**src/hw/rtl/trs_mod_unit.sv**
```systemverilog
// Bit-serial remainder unit: one restoring step per cycle, 32 steps.
// Standalone; used by the sequencer for chance and dwell draws.
module trs_mod_unit
(
    input  logic        clk,
    input  logic        rst_n,
    input  logic        start,
    input  logic [31:0] dividend,
    input  logic [32:0] divisor,
    output logic        done,
    output logic [31:0] remainder
);
    logic        busy_reg, busy_next;
    logic        done_reg, done_next;
    logic [4:0]  cnt_reg, cnt_next;
    logic [32:0] rem_reg, rem_next;
    logic [31:0] dq_reg, dq_next;
    logic [32:0] div_reg, div_next;
    logic [33:0] trial;

    assign trial = {rem_reg, dq_reg[31]};

    always_comb
    begin
        busy_next = busy_reg;
        done_next = 1'b0;
        cnt_next  = cnt_reg;
        rem_next  = rem_reg;
        dq_next   = dq_reg;
        div_next  = div_reg;
        if (start)
        begin
            busy_next = 1'b1;
            cnt_next  = '0;
            rem_next  = '0;
            dq_next   = dividend;
            div_next  = divisor;
        end
        else if (busy_reg)
        begin
            if (trial >= {1'b0, div_reg})
            begin
                rem_next = 33'(trial - {1'b0, div_reg});
            end
            else
            begin
                rem_next = trial[32:0];
            end
            dq_next  = dq_reg << 1;
            cnt_next = cnt_reg + 5'd1;
            if (cnt_reg == 5'd31)
            begin
                busy_next = 1'b0;
                done_next = 1'b1;
            end
        end
    end

    always_ff @(posedge clk or negedge rst_n)
    begin
        if (!rst_n)
        begin
            busy_reg <= 1'b0;
            done_reg <= 1'b0;
            cnt_reg  <= '0;
        end
        else
        begin
            busy_reg <= busy_next;
            done_reg <= done_next;
            cnt_reg  <= cnt_next;
        end
    end

    always_ff @(posedge clk)
    begin
        rem_reg <= rem_next;
        dq_reg  <= dq_next;
        div_reg <= div_next;
    end

    assign done      = done_reg;
    assign remainder = rem_reg[31:0];
endmodule

```
**config.mk**
```make
export PLATFORM = sky130hd
export DESIGN_NAME = trs_mod_unit
export DESIGN_NICKNAME = d
export VERILOG_FILES = /design/src/hw/rtl/trs_mod_unit.sv
export SDC_FILE = /design/constraint.sdc
export NUM_CORES = 1
export LEC_CHECK = 0
export ABC_CLOCK_PERIOD_IN_PS = 8300
export BUFFER_PORTS_ARGS = -buffer_cell sky130_fd_sc_hd__buf_2
export CORE_ASPECT_RATIO = 2
export CORE_MARGIN = 2
export CORE_UTILIZATION = 60
export DETAILED_ROUTE_END_ITERATION = 6
export PLACE_DENSITY = 0.84
export SYNTH_ARGS = -nofsm -noshare
export SYNTH_HDL_FRONTEND = slang
export SYNTH_SLANG_ARGS = --single-unit
```
**constraint.sdc**
```tcl
create_clock -name clk -period 8.3 [get_ports clk]
set_input_delay 0.415 -clock clk [delete_from_list [all_inputs] [get_ports clk]]
set_output_delay 0.415 -clock clk [all_outputs]
set_load 0.01 [all_outputs]
```
==> results of run 1 <==
where the power goes:
part	leakage, uW	internal [uW]	switching, uW
registers	0.00102	652	78.5
clock network	0.000150	221	210
logic	0.00192	388	570
total	0.00309	1260	858
stage by stage:
stage | utilization [%] | hold WS [ps]
2_1_floorplan | - | 119.4
3_3_place_gp | 63.61 | 247.3
3_5_place_dp | 63.61 | 249.6
4_1_cts | 66.63 | 228.6
5_1_grt | 66.63 | 220.1
6_report | 66.63 | 232.4
synth_stat cells, drive strengths merged (5+ instances only):
cell type,instances
xor2,8
nand2,77
ha,35
o211ai,8
nor2,57
o21ai,17
nand3,13
xnor2,21
dfxtp,33
nand4,10
a31oi,7
dfrtp,7
a21oi,35
clkbuf,21
mux2,31
buf,46
and2,5
o21a,6
edfxtp,65
a211oi,6
inv,45
and3,6
a311oi,30
a21o,16
kinds of logic after synthesis:
logic type / count (synthesis) / synth area share, %
fa+ha+maj: 36 / 7.165
mux: 34 / 5.932
buf+inv: 112 / 9.280
simple gates: 194 / 13.86
flops: 105 / 43.62
compound gates: 142 / 16.17
xor+xnor: 29 / 3.974
path summary, 6_finish.rpt:
check,from,to,slack (ps),depth (start not counted)
min reg2reg,rem_reg[10],rem_reg[11],510,2
min,divisor[6],div_reg[6],230,1
min in group asynchronous,rst_n,done,440,2
max reg2reg,div_reg[9],rem_reg[2],4520,10
max in group asynchronous,rst_n,busy_reg,7700,2
max,div_reg[9],rem_reg[2],4520,10
final cells by class:
| cell class | instances | area (sq um) | share of cell area (%) |
|---|---|---|---|
| well taps | 137 | 171.4 | 2.455 |
| clock inverters | 6 | 67.56 | 0.9677 |
| multi-input cells | 435 | 3010 | 43.12 |
| flip-flops and latches | 105 | 2789 | 39.95 |
| repair buffers | 104 | 535.5 | 7.670 |
| clock buffers | 10 | 239.0 | 3.423 |
| inverters | 45 | 168.9 | 2.419 |
metal layers:
metal | vias to the layer above | GRT usage [%]
met5 | - | 0
met4 | 0 | 12.50
met3 | 43 | 4.765
met2 | 150 | 47.50
met1 | 2331 | 24.95
li1 | 2407 | -
==> flow_summary.toml, run 1 <==
[finish]
fillers = 869
stdcell_count = 842
final_area_sq_mm = 0.006982
layout.nets = 804
area_growth_pct = 9.240
diodes = 0
final_common_cell = "buf_2"
final_cell_mix = "buf_2 (99), nand2_1 (77), edfxtp_1 (65), nor2_1 (55), inv_1 (44)"
drive_gt1_share_pct = 23.83

[pwr]
leakagePower_uw = 0.003092
total_power_uw = 2119
ir_worst_vdd_uv = 152.7
p_per_area_mw_per_mm2 = 303.5

[timing]
finalCritPeriodShare_pct = 45.53
relSlewSlack_pct = 16.85
fin_tns_setup_ps = 0
finClkSkew_ps = 7.969
fin_crit_ps = 3779
rsz0062_at_grt = "no"
finalSetupViolations = 0
finalHoldViolations = 0
timing.final.ws_setup_ps = 4521
fmax_mhz = 264.6
slew_violations = 0
worst_pin_slew_ps = 1244

[detailed_routing]
wl_met1_um = 5040
wl_met2_um = 7721
vias_per_cell = 5.856
top_layer_used = "met4"
firstDrtPassIters = 4
wire_per_inst_um = 16.45
wl_met3_um = 580
drt_iter0_markers = 358
ant_nets = 0
vias = 4931
finalWirelength_um = 13850
drc_errors = 0

[floorplanning]
core-area_sq_mm = 0.01048
start_util_pct = 61.00
die_h_um = 150.0
design.die.area_sq_mm = 0.01154
io-pin-count = 101
die_x_um = 76.98
rows = 53

[yosys]
synthFlopType = "edfxtp_1"
syn_inst = 652
synthDistinctLibCells = 62
yosysTopAreaCellShare_pct = 30.54
syn_area_per_cell_sq_um = 9.802
synth_top_cell_by_area = "edfxtp_1"
syn_area_sq_mm = 0.006391
ys_ff_latch = 105
yosys-top-cells-area = "edfxtp_1 (31%), dfxtp_1 (10%), ha_1 (6.9%)"
syn_nets = 756
ys_seq_area_share_pct = 43.62
synth_edf_count = 65
yosysWarnings = 0
synthArstFlopShare_pct = 6.667

[clock_tree]
holdBufCountCts = 1
path_clk_slew_ps = 80
clock_tree.buffer_depth = 2
cts-root-buf = "clkbuf_16"
cts_resized = 0
clk_latency_ps = 350
cts_inserted_buffers = 9
post_cts_buffers = 0
htreeDepth = 3
cts_sinks = 105
cts_tree = "done"

[critical_path]
worstSetupStartpointType = "flip-flop"
cp_data_required_time_ps = 8510
worstPathCellList = "inv_1, ha_1, a21oi_2, o211ai_1, a221oi_2, a31oi_2, o31ai_1, nand3_1, o211ai_1, a21oi_1"
critical_path_class = "flip-flop to flip-flop"
path_delay_family = "compound AO/OA/AOI/OAI gates"
cp_slowest_cell = "nand3_1"
cp_max_fo = 31
worstPathBufferInverterCount = 1
slowest_delay_ps = 940
cpMostUsedCell = "o211ai_1"
arrival_ps = 3990
cp-end-kind = "flip-flop"

[placement]
dpl_worst_slack_ps = 4586
numPortBuffers = 100
globalplace.congestion = 0.9053
dpl.hpwl_um = 10320
post_dp_cell_area_sq_mm = 0.006665
dp_cells = 825

[outcome]
status = "finished clean"

[grt]
grt_max_degree = 76
grt_pass1_wl_um = 22900
antenna_found_initial = 0
grt_usage_pct = 24.76
grt-ovfl-total = 0
grt_pass1_vias = 4976

[worst_hold_path]
hold_class = "input port to flip-flop"

[run]
maxCapViolations = 0
Power figures use the tool's default switching activity.
==> inputs of run 2 (changes only) <==
Settings changed: ABC_AREA set to 1, ABC_CLOCK_PERIOD_IN_PS 8300 to 3150, CORE_UTILIZATION 60 to 53, PLACE_DENSITY 0.84 to 0.77.
Clock period 8.3 ns to 3.15 ns, I/O delays scaled along.
==> run 2 against run 1 <==
Synthesized area up 14%. Cell area up 19%. Utilization down 4.6 points. Fmax grew 49%. Critical path depth rose by 3. Sequential power grew to 2.7 times the previous value. Setup slack worse by 3900 ps. Highest routed layer unchanged. Routed wire length is 34% higher. Cell count up 55%. Register-to-register slack got worse by 3900 ps. Synthesized cell count grew 61%. First-iteration DRC count grew 6.4%. Critical endpoint is now rem_reg[0].
==> flow_summary.toml, run 2 <==
[outcome]
status = "finished clean"

[yosys]
syn_area_sq_mm = 0.007316
yosysMostFrequentCell = "nand2_1"
ys_seq_area_share_pct = 38.11
synthSimpleGateAreaFrac_pct = 35.68
syn_nets = 1154
yosys-top-cells-area = "edfxtp_1 (27%), nand2_1 (21%), inv_1 (9.2%)"
yosysTopAreaCellShare_pct = 26.68
synth_top_family_by_area = "simple AND/OR/NAND/NOR gates"
synth_edf_count = 65
yosysWarnings = 0
synth_top_cell_by_area = "edfxtp_1"
synthFlopType = "edfxtp_1"
synth-compound-area-share_pct = 3.215
synthArstFlopShare_pct = 6.667
ys_top_cells_by_count = "nand2_1 (417), inv_1 (179), nand3_1 (84)"
syn_area_per_cell_sq_um = 6.967
synthXorXnorAreaFrac_pct = 1.796
syn_inst = 1050
ys_ff_latch = 105
synth_fa_ha_area_share_pct = 6.260
synthDistinctLibCells = 37
synth_mux_area_share_pct = 0

[grt]
grt_max_degree = 41
grt-ovfl-total = 0
grt_pass1_wl_um = 30240
grt_usage_pct = 26.21
antenna_found_initial = 0
grt_pass1_vias = 6686

[timing]
slew_violations = 0
finalSetupViolations = 0
rsz0062_at_grt = "no"
finClkSkew_ps = 9.141
finalCritPeriodShare_pct = 80.74
fin_tns_setup_ps = 0
relSlewSlack_pct = 38.74
fin_crit_ps = 2543
holdWs_ps = 68.38
finalHoldViolations = 0
fmax_mhz = 393.2
worst_pin_slew_ps = 916.8

[finish]
diodes = 0
multi_input_area_sq_mm = 0.003442
area_growth_pct = 13.89
drive_gt1_share_pct = 13.73
layout.nets = 1250
fillers = 1281
final_common_cell = "nand2_1"
ff_latch_area_sq_mm = 0.002788
stdcell_count = 1306
final_area_sq_mm = 0.008332
final_cell_mix = "nand2_1 (417), inv_1 (179), buf_2 (100), nand3_1 (84), edfxtp_1 (65)"

[worst_hold_path]
hold_class = "input port to flip-flop"

[floorplanning]
design.die.area_sq_mm = 0.01482
start_util_pct = 54.44
die_x_um = 87.08
io-pin-count = 101
die_h_um = 170.2
rows = 60
core-area_sq_mm = 0.01344

[clock_tree]
cts_tree = "done"
clk_latency_ps = 350
cts_sinks = 105
cts_inserted_buffers = 9
cts-root-buf = "clkbuf_16"
post_cts_buffers = 0
clock_tree.buffer_depth = 2
path_clk_slew_ps = 80
htreeDepth = 3
cts_resized = 0

[critical_path]
cp_data_required_time_ps = 3430
critical_path_class = "flip-flop to flip-flop"
cp-end-kind = "flip-flop"
cp_max_fo = 35
worstSetupStartpointType = "flip-flop"
arrival_ps = 2820

[placement]
numPortBuffers = 100
globalplace.congestion = 0.9540
dp_cells = 1256
dpl.hpwl_um = 14260
post_dp_cell_area_sq_mm = 0.007695

[pwr]
leakagePower_uw = 0.004586
p_per_area_mw_per_mm2 = 823.6
ir_worst_vdd_uv = 382.6

[detailed_routing]
vias_per_cell = 5.041
finalWirelength_um = 18580
drc_errors = 0
vias = 6583
drt_iter0_markers = 381
firstDrtPassIters = 5
wire_per_inst_um = 14.22
ant_nets = 0

[run]
maxCapViolations = 0
==> run 2: cells by family after synthesis <==
family,after synthesis
simple gates,606
buf+inv,246
flops,105
compound gates,42
fa+ha+maj,36
xor+xnor,15
==> run 2: power by group <==
group / total (uW) / internal, uW / switching (uW)
Sequential: 1950 / 1740 / 210
Combinational: 3780 / 1370 / 2410
Clock: 1140 / 559 / 580
Total: 6860 / 3660 / 3200
==> run 2: layout make-up <==
| cell class | count | area share [%] |
|---|---|---|
| multi-input cells | 699 | 41.31 |
| flip-flops and latches | 105 | 33.46 |
| repair buffers | 139 | 10.69 |
| inverters | 192 | 8.650 |
| clock buffers | 9 | 2.703 |
| well taps | 155 | 2.328 |
| clock inverters | 7 | 0.8560 |
==> run 2: final timing paths <==
path | from | to | slack [ps] | cells past startpoint
min in group asynchronous | rst_n | cnt_reg[0] | 150 | 2
worst max-delay path | dq_reg[31] | rem_reg[0] | 610 | 13
max in group asynchronous | rst_n | cnt_reg[4] | 2830 | 2
worst max register to register | dq_reg[31] | rem_reg[0] | 610 | 13
worst min-delay path | dividend[27] | dq_reg[27] | 70 | 3
worst min register to register | rem_reg[16] | rem_reg[16] | 480 | 2
==> run 2: repair_timing <==
| item | 4_1_cts | 5_1_grt |
|---|---|---|
| hold buffers | 34 | 0 |
| endpoints found under the hold margin | 40 | 0 |
| setup endpoints to repair | 0 | 0 |
==> run 2: critical path: stages, from the launching register on <==
cell	delay [ps]
edfxtp_1	360
inv_1	80
ha_1	140
inv_1	70
fa_1	440
nand3_1	130
nand3_2	120
nand2_2	90
nand2_2	70
nand2_4	370
nand2_8	270
nand2_1	130
nand3_1	70
o21ai_1	130
==> run 2: metal layers <==
| metal | global-route usage (%) | part of all wire [%] | up-vias |
|---|---|---|---|
| met5 | 0 | 0 | - |
| met4 | 16.58 | 5.7 | 0 |
| met3 | 3.734 | 4.1 | 60 |
| met2 | 49.75 | 56 | 190 |
| met1 | 25.21 | 34 | 2954 |
| li1 | - | - | 3379 |
==> run 2: per-stage QoR <==
step	utilization (%)	setup WS (ps)	power [uW]
2_1_floorplan	-	1040	4996
3_3_place_gp	57.26	716.4	5619
3_5_place_dp	57.26	645.6	5678
4_1_cts	62.00	638.3	6855
5_1_grt	62.00	425.0	7430
6_report	62.00	606.8	6862
